<file path="src/tvlfo_pkg.sv">
// shared constants and helpers for the tremolo/vibrato lfo core
// no dependencies; imported by tremolo_vibrato_lfo_core
`default_nettype none

package tvlfo_pkg;

  // sine angle resolution, quarter wave takes two bits less
  localparam int unsigned SINE_TABLE_BITS = 10;
  localparam int unsigned QUARTER_BITS    = SINE_TABLE_BITS - 2;

  // shared serial unit widths
  localparam int unsigned OP_W   = 36;
  localparam int unsigned PROD_W = 2 * OP_W;
  localparam int unsigned DVS_W  = 14;
  localparam int unsigned CNT_W  = $clog2(OP_W);

  localparam logic [8:0]        RATE_BASE   = 9'h103;
  localparam logic [6:0]        TREM_BASE   = 7'h7F;
  localparam logic [OP_W-1:0]   GROWTH_Q23  = 36'd8648596;
  localparam logic [OP_W-1:0]   UNITY_Q23   = 36'd8388608;
  localparam logic [OP_W-1:0]   HALF_PI_Q30 = 36'd1686629713;
  localparam logic [OP_W-1:0]   LN2_Q30     = 36'd744261118;
  localparam logic [31:0]       ONE_Q30     = 32'h4000_0000;
  localparam logic [DVS_W-1:0]  VIB_DIV     = 14'd9600;
  localparam logic [OP_W-1:0]   VIB_BIAS    = 36'd4800;
  localparam logic [20:0]       OCT_OFFSET  = 21'd262144;
  localparam logic [15:0]       CENTS_RESET = 16'd16;
  localparam logic [15:0]       UNITY_RATIO = 16'd4096;

  // oscillator kinds
  localparam logic [1:0] KIND_TREM = 2'd0;
  localparam logic [1:0] KIND_VIB  = 2'd1;
  localparam logic [1:0] KIND_NONE = 2'd2;

  // register indexes
  localparam logic [1:0] REG_KIND  = 2'd0;
  localparam logic [1:0] REG_RATE  = 2'd1;
  localparam logic [1:0] REG_DEPTH = 2'd2;

  // divisors of the sine polynomial, innermost term first
  function automatic logic [DVS_W-1:0] sine_div(input logic [1:0] idx);
    logic [DVS_W-1:0] d;
    case (idx)
      2'd0: d = 14'd72;
      2'd1: d = 14'd42;
      2'd2: d = 14'd20;
      default: d = 14'd6;
    endcase
    return d;
  endfunction

endpackage

`default_nettype wire

</file>
<file path="src/tremolo_vibrato_lfo_core.sv">
// tremolo/vibrato low-frequency sine oscillator, one result per frame transaction
// depends on tvlfo_pkg
`default_nettype none

// The core takes one transaction per audio frame. A restart transaction latches
// the kind, rate and depth registers, clears the phase and returns the initial
// value (tremolo: (127 - depth/2) in Q8.8, vibrato: 1.0 in Q4.12, none: the
// held outputs); it then works out the vibrato depth in cents as 1.031^depth by
// repeated squaring. A tremolo or vibrato tick transaction advances the phase
// modulo 259 - rate, divides it into a sine angle, evaluates a degree-9 sine
// polynomial and forms either the tremolo volume or the vibrato ratio
// 2^(sin*cents/1200) through a degree-8 exponential series. All multiplies
// and divides but the tremolo scaling run through one shared bit-serial unit:
// a shift-add multiplier and a restoring divider that retire one bit a cycle,
// so each operation is a load, 36 bit steps and a write-back. A restart takes
// up to 15 such operations, a tremolo tick 11 and a vibrato tick up to 30. The
// core works on one transaction at a time; a finished result sits in the
// output register while the next transaction is accepted. Register writes are
// always accepted and only act at the next restart.
module tremolo_vibrato_lfo_core
  import tvlfo_pkg::*;
(
  input  wire logic        clk_i,
  input  wire logic        rst_ni,
  input  wire logic        in_valid_i,
  output logic             in_ready_o,
  input  wire logic        restart_i,
  output logic             out_valid_o,
  input  wire logic        out_ready_i,
  output logic [15:0]      volume_o,
  output logic [15:0]      pitch_ratio_o,
  input  wire logic        cfg_valid_i,
  output logic             cfg_ready_o,
  input  wire logic [1:0]  cfg_index_i,
  input  wire logic [7:0]  cfg_data_i
);

  // sequencer states
  localparam logic [4:0] ST_IDLE    = 5'd0;
  localparam logic [4:0] ST_CMUL_R  = 5'd1;
  localparam logic [4:0] ST_CMUL_M  = 5'd2;
  localparam logic [4:0] ST_CFIN    = 5'd3;
  localparam logic [4:0] ST_PDIV    = 5'd4;
  localparam logic [4:0] ST_SMUL_U  = 5'd5;
  localparam logic [4:0] ST_SMUL_X2 = 5'd6;
  localparam logic [4:0] ST_SDIV_T  = 5'd7;
  localparam logic [4:0] ST_SMUL_T  = 5'd8;
  localparam logic [4:0] ST_SMUL_S  = 5'd9;
  localparam logic [4:0] ST_TOUT    = 5'd10;
  localparam logic [4:0] ST_VMUL    = 5'd11;
  localparam logic [4:0] ST_VDIV    = 5'd12;
  localparam logic [4:0] ST_VMUL_Y  = 5'd13;
  localparam logic [4:0] ST_HMUL    = 5'd14;
  localparam logic [4:0] ST_HDIV    = 5'd15;
  localparam logic [4:0] ST_VOUT    = 5'd16;
  localparam logic [4:0] ST_FIN     = 5'd17;

  localparam logic [QUARTER_BITS:0] QUARTER = (QUARTER_BITS+1)'(1) << QUARTER_BITS;

  // configuration registers
  logic [1:0] osc_kind_q;
  logic [7:0] rate_q;
  logic [7:0] depth_q;

  // latched oscillator state
  logic [4:0]  state_q;
  logic [1:0]  kind_q;
  logic [8:0]  period_q;
  logic [6:0]  half_q;
  logic [8:0]  phase_q;
  logic [15:0] cents_q;
  logic [15:0] vol_q;
  logic [15:0] ratio_q;
  logic        out_valid_q;
  logic [2:0]  it_q;
  logic [1:0]  ki_q;
  logic [3:0]  k_q;

  // working registers
  logic [OP_W-1:0]     r_q;
  logic [OP_W-1:0]     m_q;
  logic [7:0]          dsh_q;
  logic [31:0]         x_q;
  logic [31:0]         x2_q;
  logic [31:0]         t_q;
  logic [OP_W-1:0]     tmp_q;
  logic [1:0]          quad_q;
  logic [QUARTER_BITS:0] u_q;
  logic [15:0]         smag_q;
  logic                sneg_q;
  logic [2:0]          n_q;
  logic                esat_q;
  logic [15:0]         new_vol_q;
  logic [15:0]         new_ratio_q;

  // serial unit
  logic              busy_q;
  logic              done_q;
  logic              mode_div_q;
  logic [CNT_W-1:0]  cnt_q;
  logic [PROD_W-1:0] acc_q;
  logic [OP_W-1:0]   opa_q;
  logic [DVS_W-1:0]  rem_q;
  logic [DVS_W-1:0]  dvs_q;

  logic              ld_mul;
  logic              ld_div;
  logic              unit_go;
  logic [OP_W-1:0]   opa;
  logic [OP_W-1:0]   opb;
  logic [DVS_W-1:0]  dvs;

  logic              in_acc;
  logic [8:0]        phase_inc;
  logic [8:0]        phase_next;
  logic [OP_W-1:0]   pdiv_num;

  assign in_ready_o    = (state_q == ST_IDLE);
  assign in_acc        = in_valid_i && in_ready_o;
  assign out_valid_o   = out_valid_q;
  assign volume_o      = vol_q;
  assign pitch_ratio_o = ratio_q;
  assign cfg_ready_o   = 1'b1;

  // phase step, wraps at the period
  assign phase_inc  = phase_q + 9'd1;
  assign phase_next = (phase_inc >= period_q) ? 9'd0 : phase_inc;
  assign pdiv_num   = OP_W'({phase_q, {SINE_TABLE_BITS{1'b0}}}) + OP_W'(period_q >> 1);

  // operand selection for the shared unit
  always_comb begin
    ld_mul = 1'b0;
    ld_div = 1'b0;
    opa    = '0;
    opb    = '0;
    dvs    = '0;
    case (state_q)
      ST_CMUL_R: begin
        ld_mul = 1'b1; opa = r_q; opb = m_q;
      end
      ST_CMUL_M: begin
        ld_mul = 1'b1; opa = m_q; opb = m_q;
      end
      ST_PDIV: begin
        ld_div = 1'b1; opb = pdiv_num; dvs = DVS_W'(period_q);
      end
      ST_SMUL_U: begin
        ld_mul = 1'b1; opa = OP_W'(u_q); opb = HALF_PI_Q30;
      end
      ST_SMUL_X2: begin
        ld_mul = 1'b1; opa = OP_W'(x_q); opb = OP_W'(x_q);
      end
      ST_SDIV_T: begin
        ld_div = 1'b1; opb = tmp_q; dvs = sine_div(ki_q);
      end
      ST_SMUL_T: begin
        ld_mul = 1'b1; opa = OP_W'(x2_q); opb = OP_W'(t_q);
      end
      ST_SMUL_S: begin
        ld_mul = 1'b1; opa = OP_W'(x_q); opb = OP_W'(t_q);
      end
      ST_VMUL: begin
        ld_mul = 1'b1; opa = OP_W'(smag_q); opb = OP_W'(cents_q);
      end
      ST_VDIV: begin
        ld_div = 1'b1; opb = tmp_q; dvs = VIB_DIV;
      end
      ST_VMUL_Y: begin
        ld_mul = 1'b1; opa = tmp_q; opb = LN2_Q30;
      end
      ST_HMUL: begin
        ld_mul = 1'b1; opa = OP_W'(x_q); opb = OP_W'(t_q);
      end
      ST_HDIV: begin
        ld_div = 1'b1; opb = tmp_q; dvs = DVS_W'(k_q);
      end
      default: begin
      end
    endcase
  end

  assign unit_go = (ld_mul || ld_div) && !busy_q && !done_q;

  // one bit of multiply or divide per cycle
  logic [OP_W:0]     mul_sum;
  logic [PROD_W-1:0] mul_d;
  logic [DVS_W:0]    div_sh;
  logic [DVS_W:0]    div_diff;
  logic              div_ge;
  logic [DVS_W-1:0]  rem_d;
  logic [PROD_W-1:0] div_d;

  assign mul_sum  = {1'b0, acc_q[PROD_W-1:OP_W]} + (acc_q[0] ? {1'b0, opa_q} : '0);
  assign mul_d    = {mul_sum, acc_q[OP_W-1:1]};
  assign div_sh   = {rem_q, acc_q[OP_W-1]};
  assign div_ge   = (div_sh >= {1'b0, dvs_q});
  assign div_diff = div_sh - {1'b0, dvs_q};
  assign rem_d    = div_ge ? div_diff[DVS_W-1:0] : div_sh[DVS_W-1:0];
  assign div_d    = {acc_q[PROD_W-1:OP_W], acc_q[OP_W-2:0], div_ge};

  always_ff @(posedge clk_i or negedge rst_ni) begin
    if (!rst_ni) begin
      busy_q <= 1'b0;
      done_q <= 1'b0;
      cnt_q  <= '0;
    end else if (unit_go) begin
      busy_q <= 1'b1;
      cnt_q  <= CNT_W'(OP_W - 1);
    end else if (busy_q) begin
      cnt_q <= cnt_q - CNT_W'(1);
      if (cnt_q == '0) begin
        busy_q <= 1'b0;
        done_q <= 1'b1;
      end
    end else if (done_q) begin
      done_q <= 1'b0;
    end
  end

  always_ff @(posedge clk_i) begin
    if (unit_go) begin
      mode_div_q <= ld_div;
      acc_q      <= {{OP_W{1'b0}}, opb};
      opa_q      <= opa;
      rem_q      <= '0;
      dvs_q      <= dvs;
    end else if (busy_q) begin
      if (mode_div_q) begin
        acc_q <= div_d;
        rem_q <= rem_d;
      end else begin
        acc_q <= mul_d;
      end
    end
  end

  // write-back arithmetic on the unit result
  logic [PROD_W-1:0]      p_r23;
  logic [PROD_W-1:0]      p_x;
  logic [PROD_W-1:0]      p_y;
  logic [OP_W:0]          cents_sum;
  logic [17:0]            cents_full;
  logic [15:0]            cents_sat;
  logic [1:0]             a_quad;
  logic [QUARTER_BITS:0]  a_u;
  logic [32:0]            s_sum;
  logic [17:0]            s_rnd;
  logic [15:0]            s_sat;
  logic [19:0]            vq;
  logic [20:0]            e_val;
  logic                   e_sat;

  assign p_r23      = acc_q + (PROD_W'(1) << 22);
  assign p_x        = acc_q + (PROD_W'(1) << (QUARTER_BITS - 1));
  assign p_y        = acc_q + PROD_W'(32768);
  assign cents_sum  = {1'b0, r_q} + (OP_W+1)'(262144);
  assign cents_full = cents_sum[36:19];
  assign cents_sat  = (cents_full > 18'h0FFFF) ? 16'hFFFF : cents_full[15:0];

  // quadrant fold of the sine angle
  assign a_quad = acc_q[SINE_TABLE_BITS-1:QUARTER_BITS];
  assign a_u    = a_quad[0] ? (QUARTER - {1'b0, acc_q[QUARTER_BITS-1:0]})
                            : {1'b0, acc_q[QUARTER_BITS-1:0]};

  // sine in q30 rounded to q15, clamped at one
  assign s_sum = {1'b0, acc_q[61:30]} + 33'd16384;
  assign s_rnd = s_sum[32:15];
  assign s_sat = (s_rnd > 18'd32768) ? 16'h8000 : s_rnd[15:0];

  // exponent in q16 octaves, offset by four octaves
  assign vq    = acc_q[19:0];
  assign e_val = sneg_q ? ((21'(vq) > OCT_OFFSET) ? 21'd0 : (OCT_OFFSET - 21'(vq)))
                        : (OCT_OFFSET + 21'(vq));
  assign e_sat = e_val[20] || e_val[19];

  // tremolo volume
  logic signed [16:0] sn;
  logic [6:0]         trem_base;
  logic signed [24:0] trem_prod;
  logic signed [25:0] trem_acc;
  logic signed [18:0] trem_v;
  logic [15:0]        trem_vol;

  assign sn        = sneg_q ? -$signed({1'b0, smag_q}) : $signed({1'b0, smag_q});
  assign trem_base = TREM_BASE - half_q;
  assign trem_prod = $signed({1'b0, half_q}) * sn;
  assign trem_acc  = $signed({4'b0, trem_base, 15'b0}) + $signed({trem_prod[24], trem_prod})
                   + 26'sd64;
  assign trem_v    = trem_acc[25:7];
  always_comb begin
    if (trem_v > 19'sd32767) begin
      trem_vol = 16'h7FFF;
    end else if (trem_v < -19'sd32768) begin
      trem_vol = 16'h8000;
    end else begin
      trem_vol = trem_v[15:0];
    end
  end

  // vibrato ratio: q30 power of two shifted down to q4.12
  logic [4:0]  vib_sh;
  logic [32:0] vib_add;
  logic [32:0] vib_res;
  logic [15:0] vib_ratio;

  assign vib_sh    = 5'd22 - {2'b0, n_q};
  assign vib_add   = {1'b0, t_q} + (33'd1 << (vib_sh - 5'd1));
  assign vib_res   = vib_add >> vib_sh;
  assign vib_ratio = (esat_q || (vib_res[32:16] != '0)) ? 16'hFFFF : vib_res[15:0];

  // sequencer and latched state
  always_ff @(posedge clk_i or negedge rst_ni) begin
    if (!rst_ni) begin
      osc_kind_q  <= KIND_NONE;
      rate_q      <= '0;
      depth_q     <= '0;
      state_q     <= ST_IDLE;
      kind_q      <= KIND_NONE;
      period_q    <= RATE_BASE;
      half_q      <= '0;
      phase_q     <= '0;
      cents_q     <= CENTS_RESET;
      vol_q       <= '0;
      ratio_q     <= '0;
      out_valid_q <= 1'b0;
      it_q        <= '0;
      ki_q        <= '0;
      k_q         <= '0;
    end else begin
      if (cfg_valid_i) begin
        case (cfg_index_i)
          REG_KIND:  osc_kind_q <= cfg_data_i[1:0];
          REG_RATE:  rate_q     <= cfg_data_i;
          REG_DEPTH: depth_q    <= cfg_data_i;
          default: begin
          end
        endcase
      end
      // the commit in the final state sets valid itself
      if (out_ready_i && (state_q != ST_FIN)) begin
        out_valid_q <= 1'b0;
      end
      case (state_q)
        ST_IDLE: begin
          if (in_acc) begin
            if (restart_i) begin
              kind_q   <= osc_kind_q;
              period_q <= RATE_BASE - {1'b0, rate_q};
              half_q   <= depth_q[7:1];
              phase_q  <= '0;
              it_q     <= '0;
              state_q  <= depth_q[0] ? ST_CMUL_R : ST_CMUL_M;
            end else if (kind_q == KIND_TREM || kind_q == KIND_VIB) begin
              phase_q <= phase_next;
              state_q <= ST_PDIV;
            end else begin
              state_q <= ST_FIN;
            end
          end
        end
        ST_CMUL_R: begin
          if (done_q) begin
            state_q <= (it_q == 3'd7) ? ST_CFIN : ST_CMUL_M;
          end
        end
        ST_CMUL_M: begin
          if (done_q) begin
            it_q <= it_q + 3'd1;
            if (dsh_q[1]) begin
              state_q <= ST_CMUL_R;
            end else begin
              state_q <= (it_q == 3'd6) ? ST_CFIN : ST_CMUL_M;
            end
          end
        end
        ST_CFIN: begin
          cents_q <= cents_sat;
          state_q <= ST_FIN;
        end
        ST_PDIV: begin
          if (done_q) state_q <= ST_SMUL_U;
        end
        ST_SMUL_U: begin
          if (done_q) state_q <= ST_SMUL_X2;
        end
        ST_SMUL_X2: begin
          if (done_q) begin
            ki_q    <= '0;
            state_q <= ST_SDIV_T;
          end
        end
        ST_SDIV_T: begin
          if (done_q) begin
            if (ki_q == 2'd3) begin
              state_q <= ST_SMUL_S;
            end else begin
              ki_q    <= ki_q + 2'd1;
              state_q <= ST_SMUL_T;
            end
          end
        end
        ST_SMUL_T: begin
          if (done_q) state_q <= ST_SDIV_T;
        end
        ST_SMUL_S: begin
          if (done_q) state_q <= (kind_q == KIND_VIB) ? ST_VMUL : ST_TOUT;
        end
        ST_TOUT: begin
          state_q <= ST_FIN;
        end
        ST_VMUL: begin
          if (done_q) state_q <= ST_VDIV;
        end
        ST_VDIV: begin
          if (done_q) state_q <= e_sat ? ST_VOUT : ST_VMUL_Y;
        end
        ST_VMUL_Y: begin
          if (done_q) begin
            k_q     <= 4'd8;
            state_q <= ST_HMUL;
          end
        end
        ST_HMUL: begin
          if (done_q) state_q <= ST_HDIV;
        end
        ST_HDIV: begin
          if (done_q) begin
            k_q     <= k_q - 4'd1;
            state_q <= (k_q == 4'd1) ? ST_VOUT : ST_HMUL;
          end
        end
        ST_VOUT: begin
          state_q <= ST_FIN;
        end
        ST_FIN: begin
          if (!out_valid_q || out_ready_i) begin
            vol_q       <= new_vol_q;
            ratio_q     <= new_ratio_q;
            out_valid_q <= 1'b1;
            state_q     <= ST_IDLE;
          end
        end
        default: begin
          state_q <= ST_IDLE;
        end
      endcase
    end
  end

  // datapath write-back
  always_ff @(posedge clk_i) begin
    case (state_q)
      ST_IDLE: begin
        if (in_acc) begin
          if (restart_i) begin
            r_q   <= UNITY_Q23;
            m_q   <= GROWTH_Q23;
            dsh_q <= depth_q;
            if (osc_kind_q == KIND_TREM) begin
              new_vol_q   <= {1'b0, TREM_BASE - depth_q[7:1], 8'b0};
              new_ratio_q <= '0;
            end else if (osc_kind_q == KIND_VIB) begin
              new_vol_q   <= '0;
              new_ratio_q <= UNITY_RATIO;
            end else begin
              new_vol_q   <= vol_q;
              new_ratio_q <= ratio_q;
            end
          end else begin
            new_vol_q   <= vol_q;
            new_ratio_q <= ratio_q;
          end
        end
      end
      ST_CMUL_R: begin
        if (done_q) r_q <= p_r23[OP_W+22:23];
      end
      ST_CMUL_M: begin
        if (done_q) begin
          m_q   <= p_r23[OP_W+22:23];
          dsh_q <= dsh_q >> 1;
        end
      end
      ST_PDIV: begin
        if (done_q) begin
          quad_q <= a_quad;
          u_q    <= a_u;
        end
      end
      ST_SMUL_U: begin
        if (done_q) x_q <= p_x[QUARTER_BITS+31:QUARTER_BITS];
      end
      ST_SMUL_X2: begin
        if (done_q) begin
          x2_q  <= acc_q[61:30];
          tmp_q <= OP_W'(acc_q[61:30]);
        end
      end
      ST_SDIV_T: begin
        if (done_q) t_q <= ONE_Q30 - acc_q[31:0];
      end
      ST_SMUL_T: begin
        if (done_q) tmp_q <= acc_q[OP_W+29:30];
      end
      ST_SMUL_S: begin
        if (done_q) begin
          smag_q <= s_sat;
          sneg_q <= quad_q[1];
        end
      end
      ST_TOUT: begin
        new_vol_q   <= trem_vol;
        new_ratio_q <= '0;
      end
      ST_VMUL: begin
        if (done_q) tmp_q <= acc_q[OP_W-1:0] + VIB_BIAS;
      end
      ST_VDIV: begin
        if (done_q) begin
          tmp_q  <= OP_W'(e_val[15:0]);
          n_q    <= e_val[18:16];
          esat_q <= e_sat;
        end
      end
      ST_VMUL_Y: begin
        if (done_q) begin
          x_q <= p_y[47:16];
          t_q <= ONE_Q30;
        end
      end
      ST_HMUL: begin
        if (done_q) tmp_q <= acc_q[OP_W+29:30];
      end
      ST_HDIV: begin
        if (done_q) t_q <= ONE_Q30 + acc_q[31:0];
      end
      ST_VOUT: begin
        new_vol_q   <= '0;
        new_ratio_q <= vib_ratio;
      end
      default: begin
      end
    endcase
  end

  // checks
  assert property (@(posedge clk_i) disable iff (!rst_ni) !(busy_q && done_q))
    else $error("serial unit busy and done together");

  assert property (@(posedge clk_i) disable iff (!rst_ni) phase_q < period_q)
    else $error("phase outside the period");

  assert property (@(posedge clk_i) disable iff (!rst_ni) cents_q >= CENTS_RESET)
    else $error("depth in cents below one cent");

  assert property (@(posedge clk_i) disable iff (!rst_ni)
                   (state_q == ST_FIN) |-> (!busy_q && !done_q))
    else $error("result committed with the serial unit still running");

endmodule

`default_nettype wire
</file>
<file path="config.mk">
export PLATFORM = sky130hd
export DESIGN_NAME = tremolo_vibrato_lfo_core
export DESIGN_NICKNAME = d
export VERILOG_FILES = /design/src/tvlfo_pkg.sv /design/src/tremolo_vibrato_lfo_core.sv
export SDC_FILE = /design/constraint.sdc
export NUM_CORES = 2
export LEC_CHECK = 0
export BUFFER_PORTS_ARGS = -buffer_cell sky130_fd_sc_hd__buf_2
export CAP_MARGIN = 10
export CORE_MARGIN = 5
export CORE_UTILIZATION = 30
export CTS_CLUSTER_DIAMETER = 120
export DETAILED_ROUTE_END_ITERATION = 6
export PLACE_DENSITY = 0.4
export SLEW_MARGIN = 10
export SYNTH_ARGS = -nofsm -noshare
export SYNTH_HDL_FRONTEND = slang
export SYNTH_SLANG_ARGS = --single-unit
</file>
<file path="constraint.sdc">
create_clock -name clk_i -period 12.3 [get_ports clk_i]
set_input_delay 1.23 -clock clk_i [delete_from_list [all_inputs] [get_ports clk_i]]
set_output_delay 1.23 -clock clk_i [all_outputs]
set_load 0.01 [all_outputs]
</file>
# Word level (Yosys, flattened, before mapping)
# Cells that the tools add are included.
# word_totals
regBits	529
in_bits	16
output_inout_bits	35
wordCells	288
# op_classes
n_addsub	28
n_mul	1
order_cmp	7
n_eq_ne	47
n_shift	2
mux	101
bitwise_logic	2
n_reduce_logical	60
# op_table
op	n
two-way mux 36 bit	13
case mux 36 bit (8 select lines)	1
case mux 36 bit (7 select lines)	1
two-way mux 16 bit	12
two-way mux 32 bit	5
case mux 36 bit (2 select lines)	2
case mux 36 bit (4 select lines)	1
case mux 16 bit (3 select lines)	2
case mux 32 bit (3 select lines)	1
two-way mux 5 bit	18
case mux 5 bit (15 select lines)	1
case mux 32 bit (2 select lines)	1
adder 59 x 23 -> 59 bit (second input constant)	1
case mux 14 bit (4 select lines)	1
adder 48 x 16 -> 48 bit (second input constant)	1
two-way mux 21 bit	2
adder 40 x 8 -> 40 bit (second input constant)	1
== test 5 x 4 -> 1 bit (second input constant)	8
adder 36 x 19 -> 37 bit (second input constant)	1
adder 36 x 36 -> 37 bit	1
adder 36 x 13 -> 36 bit (second input constant)	1
greater-than comparator 18 x 16 -> 1 bit (second input constant)	2
adder 32 x 15 -> 33 bit (second input constant)	1
adder 32 x 33 -> 33 bit	1
71 further kinds	169

# Logic depth before layout (Yosys ltp)
# depth
ltp_word	9
ltp_mapped	29
ltp_nobuf	28

# Worst setup path after synthesis
# No wires, ideal clock.
# synth_timing
kind	register -> register
start	reg smag_q[3]
end	reg new_vol_q[10] (data pin)
setup_ps	278
arrival_time_ps	7163
required_time_ps	12022
setup_slack_ps	4859
stages_incl_launch_ff	27
path_buffers	1
period_less_slack_ps	7441
cell_sequence	edfxtp_1 or4_1 or3_1 o31a_1 xor2_1 nand2_1 fa_1 inv_1 fa_1 fa_1 inv_1 fa_1 inv_1 ha_1 a21o_1 a21o_1 a21oi_1 o31ai_1 a221o_1 a211oi_1 o21ai_0 maj3_1 o21ai_0 a21oi_1 inv_1 clkbuf_1 o211ai_1
# synth_via
elab_chain_len	9
word_cells_on_any_way	10
cone_classes	add/sub: 3; mul: 1; order compare: 2; mux: 4
# synth_lines
item	line	rtl
from (decl)	tremolo_vibrato_lfo_core.sv:89	logic [15:0] smag_q;
from (signal assigned)	tremolo_vibrato_lfo_core.sv:507	smag_q <= s_sat;
negation 16 -> 17 bit	tremolo_vibrato_lfo_core.sv:284	assign sn = sneg_q ? -$signed({1'b0, smag_q}) : $signed({1'b0, smag_q});
two-way mux 17 bit (*)	tremolo_vibrato_lfo_core.sv:284	
multiplier 8 x 17 -> 25 bit (*)	tremolo_vibrato_lfo_core.sv:286	assign trem_prod = $signed({1'b0, half_q}) * sn;
adder 23 x 25 -> 26 bit (*)	tremolo_vibrato_lfo_core.sv:287	assign trem_acc = $signed({4'b0, trem_base, 15'b0}) + $signed({trem_prod[24], trem_prod})
adder 26 x 8 -> 26 bit (*)	tremolo_vibrato_lfo_core.sv:288	+ 26'sd64;
less-than comparator 19 x 16 -> 1 bit	tremolo_vibrato_lfo_core.sv:293	end else if (trem_v < -19'sd32768) begin
two-way mux 16 bit	tremolo_vibrato_lfo_core.sv:293	
two-way mux 16 bit (*)	tremolo_vibrato_lfo_core.sv:291	if (trem_v > 19'sd32767) begin
case mux 16 bit (3 select lines) (*)	tremolo_vibrato_lfo_core.sv:452	case (state_q)
to (signal assigned)	tremolo_vibrato_lfo_core.sv:460	new_vol_q <= {1'b0, TREM_BASE - depth_q[7:1], 8'b0};
to (signal assigned)	tremolo_vibrato_lfo_core.sv:466	new_vol_q <= vol_q;
to (signal assigned)	tremolo_vibrato_lfo_core.sv:470	new_vol_q <= vol_q;
to (decl)	tremolo_vibrato_lfo_core.sv:93	logic [15:0] new_vol_q;
# Mark *: on every way between the ends. The rest lies on a longest branch, timed or not.
# A chain may end at the register's enable or synchronous reset.

# Final worst setup path
# layout_timing
start	reg smag_q[3]
end	reg new_vol_q[7] (data pin)
# The elaborated chain is that of the path after synthesis.

==> results <==
- The run finished, with violations left.
- The checks that failed: DRC.
- The power per cell area is around 300 mW/mm2.
- In this run the clock root is driven by a sky130_fd_sc_hd__clkbuf_16.
- After floorplanning, the core was divided into between 100 and 150 placement rows.
- The worst voltage drop across the vdd grid is 0.308 mV.
- The data required time at the worst endpoint is around 13 ns.
- The fraction of the core area covered by cells at the end of the flow is between 30% and 40%.
- The biggest area contributor in the post-synthesis netlist is sky130_fd_sc_hd__edfxtp_1.
- The worst slack at placement is between 4 and 5 ns.
- The floorplan step set the die height to 366 um.
- Once detailed placement completed, the half-perimeter wirelength came to between 100 and 150 mm.
- The post-route netlist has a little under a tenth of its cells at a drive strength greater than 1.
- The count of flip-flops with a built-in enable after synthesis is 357.
- By startpoint and endpoint, the worst setup path is classified as register to register.
- The number of violations reported at the end of detailed-routing iteration 0 is around 3k.
- The number of unique standard cell types used by synthesis is 106.
- In this run the deepest clock path goes through 3 buffers.
- The commonest register cell after synthesis is sky130_fd_sc_hd__edfxtp_1.
- The transition time of the tightest slew-check pin is roughly 1.3 ns.
- After synthesis, the largest area contributor takes up between 20 and 30% of total cell area.
- The async set-reset flop share out of synthesis is between 20% and 30%.
- Headroom to the max-slew limit came out at roughly 14%.
- After clock tree synthesis, the flow added hold-fix buffers numbering 0.
- In the final timing run, aggregate negative setup slack is 0 ns.
- The number of buffers created by CTS is 61.
- The later-pin clock latency in the skew report is between 0.7 and 0.8 ns.
- The clock tree from TritonCTS is done.
- STA classifies the critical path startpoint as a register.
- Input and output buffers added on the ports amount to 49.
- The number of global-route vias before repair is about 30k.
- The most used routing layer in global routing is met2.
- The dominant cell by count in the synthesized netlist is sky130_fd_sc_hd__nand2_1.
- The highest fanout seen on the critical path is 13.
- The synthesized design contains 523 register bits.
- The H-tree depth reported by CTS is 2.
- In the synthesized netlist, the cells that appear most often are sky130_fd_sc_hd__nand2_1, sky130_fd_sc_hd__edfxtp_1, sky130_fd_sc_hd__nor2_1, sky130_fd_sc_hd__o21ai_0, sky130_fd_sc_hd__inv_1.
- Dividing the detail-routed wire length by the instance count gives 26.0 um.
- The maximum operating frequency is 121 MHz.
- The final instance count without filler cells is roughly 5.7k.
- After global routing the overflow that remains totals 0.
- After synthesis, the cell types taking the most area are sky130_fd_sc_hd__edfxtp_1, sky130_fd_sc_hd__dfrtp_1, sky130_fd_sc_hd__ha_1.
- The number of antenna violations at the first check in global routing was 4.
- At the end of routability-driven placement, the weighted congestion stood at slightly below 0.9.
- Synthesis produced a netlist with a net count of around 4.4k.
- CTS saw 523 sinks.
- The region available for standard cell placement spans around 0.13 mm2.
- The cell depth of the worst hold path is 1.
- The worst min-delay path class is register to register.
- The number of slew-limit violations in the final report is 0.
- The clock period minus final worst setup slack is between 8 and 9 ns.
- In this run the count of I/O pins placed on the die edge is slightly above 50.
- The wire length of the first global-routing pass is about 220 mm.
- In this run the horizontal extent of the chip is about 370 um.
- The number of hold violations in the final report came to 0.
- Summing every instance area after synthesis gives roughly 0.038 mm2.
- The first TritonRoute pass finished after 7 iterations.
- In the routed design, unresolved DRC markers number 5.
- The cell count after synthesis came out at around 4.1k.
- The clock transition at the registers of the reported paths is around 0.060 ns.
- Measured in cells, the most critical reg-to-reg path has a length of 25.
- Across the run, the number of max-cap violations was 0.
- The via density per instance is between 5 and 6.
- The overall routed net length is roughly 150 mm.
- Relative to the synthesized area, the layout overhead comes to 10.9%.
- The leakage power is 16.7 nW.
- The placed cell count is 5631.
- For the final database, setup skew stands at roughly 0.073 ns.
- Setup violations remaining at the end of the flow were counted as 0.
- Detailed routing inserted a total of around 31k vias.
- The critical path endpoint category is a register.
- The worst hold-check slack is ~0.44 ns.
- The remaining number of nets flagged by the antenna check after routing is 0.
- The post-layout net count is about 4.3k.
- The share of the yosys chip area belonging to registers is just under 40%.
- The maximum number of pins on one net before global-route repair is 66.
- The post-cts repair resize count is 0.
- In the global route stage, met1 resource usage came out at 31.4%.
- Dividing the synthesized area by the synthesized cell count gives ~9.2 um2.
- The total routing usage reported by global routing is 21.6%.
- Setup repair after global routing left no endpoint under its margin.
- The final critical path takes up 67.1% of the cycle.
- The total number of yosys warnings is 0.
- Post-CTS timing repair inserted 0 buffers for setup.
- The met3 track demand over resource is 2.21%.
- The worst setup margin is roughly 4.0 ns.
- The die area is approximately 0.13 mm2.
- For this configuration, the core starts out at a cell density of 30.2%.
- Global routing consumed, on the met2 layer, 33.9% of the routing resources.
- For the worst setup path, the data arrival time is between 8 and 9 ns.
## sequential cells by signal, summed over array words and instances (netlist names), 10 cells and up
signal,flops
r_q,36
pitch_ratio_o,16
acc_q,72
m_q,36
t_q,32
x_q,32
new_ratio_q,16
smag_q,16
new_vol_q,16
rem_q,14
opa_q,36
x2_q,32
volume_o,16
dvs_q,10
tmp_q,36
cents_q,16
## power by group
part / switching, mW / internal, mW / leakage [nW] / total (mW)
clock network: 0.834 / 1.08 / 1.03 / 1.91
registers: 0.714 / 2.57 / 5.20 / 3.29
logic: 4.59 / 2.83 / 10.4 / 7.42
total: 6.14 / 6.48 / 16.7 / 12.6
## stage by stage
| stage | instance area, um2 | power (mW) |
|---|---|---|
| after floorplan | 38000 | 8.22 |
| after global placement | 40000 | 10.9 |
| after detailed placement | 40000 | 10.8 |
| after CTS | 42100 | 12.8 |
| after global routing | 42100 | 13.8 |
| final | 42100 | 12.6 |
## worst max-delay path: stages (launching register included)
cell                       delay, ns
sky130_fd_sc_hd__edfxtp_1       0.48
sky130_fd_sc_hd__or4_1          0.59
sky130_fd_sc_hd__or3_1          0.45
sky130_fd_sc_hd__o31a_1         0.28
sky130_fd_sc_hd__xor2_1         0.46
sky130_fd_sc_hd__nand2_1        0.14
sky130_fd_sc_hd__fa_1           0.51
sky130_fd_sc_hd__inv_1          0.05
sky130_fd_sc_hd__fa_1           0.46
sky130_fd_sc_hd__fa_1           0.54
sky130_fd_sc_hd__inv_1          0.05
sky130_fd_sc_hd__fa_1           0.52
sky130_fd_sc_hd__inv_1          0.04
sky130_fd_sc_hd__ha_1           0.33
sky130_fd_sc_hd__a21o_1         0.18
sky130_fd_sc_hd__a21o_1         0.17
sky130_fd_sc_hd__a21oi_1        0.15
sky130_fd_sc_hd__o31ai_1        0.14
sky130_fd_sc_hd__a221o_1        0.41
sky130_fd_sc_hd__a211oi_1       0.53
sky130_fd_sc_hd__o21ai_0        0.21
sky130_fd_sc_hd__maj3_1         0.37
sky130_fd_sc_hd__o21ai_0        0.17
sky130_fd_sc_hd__a21oi_1        0.14
sky130_fd_sc_hd__inv_1          0.36
sky130_fd_sc_hd__o211ai_1       0.16
## kinds of logic after synthesis
| family | Yosys count | synth area share [%] |
|---|---|---|
| other | 1 | 0.00988 |
| XOR/XNOR | 280 | 6.46 |
| multiplexers | 145 | 4.14 |
| adder cells (fa/ha/maj) | 289 | 11.6 |
| AND/OR/NAND/NOR | 1433 | 17.7 |
| buffers and inverters | 485 | 4.86 |
| flip-flops | 523 | 38.5 |
| AO/OA/AOI/OAI | 948 | 16.7 |
## final timing paths
path	from	to	slack (ns)
worst min-delay path	rate_q[0]	period_q[0]	0.44
worst max-delay path	smag_q[3]	new_vol_q[7]	4.05
max in group asynchronous	rst_ni	pitch_ratio_o[6]	10.50
min in group asynchronous	rst_ni	volume_o[15]	0.59
worst min register to register	rate_q[0]	period_q[0]	0.44
worst max register to register	smag_q[3]	new_vol_q[7]	4.05
## placed cells by master, fill, tap and decap left out, drive strengths merged, types with 32 or more instances in the layout
master / synthesis / final
nand2: 491 / 491
edfxtp: 357 / 357
nor2: 344 / 344
o21ai: 262 / 262
inv: 234 / 238
a21oi: 215 / 215
ha: 185 / 185
xnor2: 143 / 143
nand3: 140 / 140
xor2: 137 / 137
buf: 39 / 124
dfrtp: 110 / 110
fa: 103 / 103
nor2b: 84 / 84
clkbuf: 208 / 83
mux2: 76 / 76
and2: 76 / 76
mux2i: 67 / 67
nor3: 67 / 67
nand2b: 62 / 62
a22oi: 60 / 60
a222oi: 58 / 58
a31oi: 53 / 53
and3: 51 / 51
dfxtp: 50 / 50
a21o: 39 / 39
a211oi: 37 / 37
or3: 32 / 32
## layout make-up
cell class,instances,area [um2]
inverters,238,896
clock inverters,33,314
diodes,1,2.50
flip-flops and latches,523,14600
multi-input cells,3096,21600
fillers,13100,83600
clock buffers,83,1770
repair buffers,124,815
well taps,1650,2060
## routing by layer
metal	part of all wire (%)	wire [um]	vias up
met4	3.1	4580	2
li1	-	-	14500
met2	44	66000	897
met3	4.6	6940	181
met1	48	71700	15700
met5	0.013	19	-
Power figures use the tool's default switching activity.
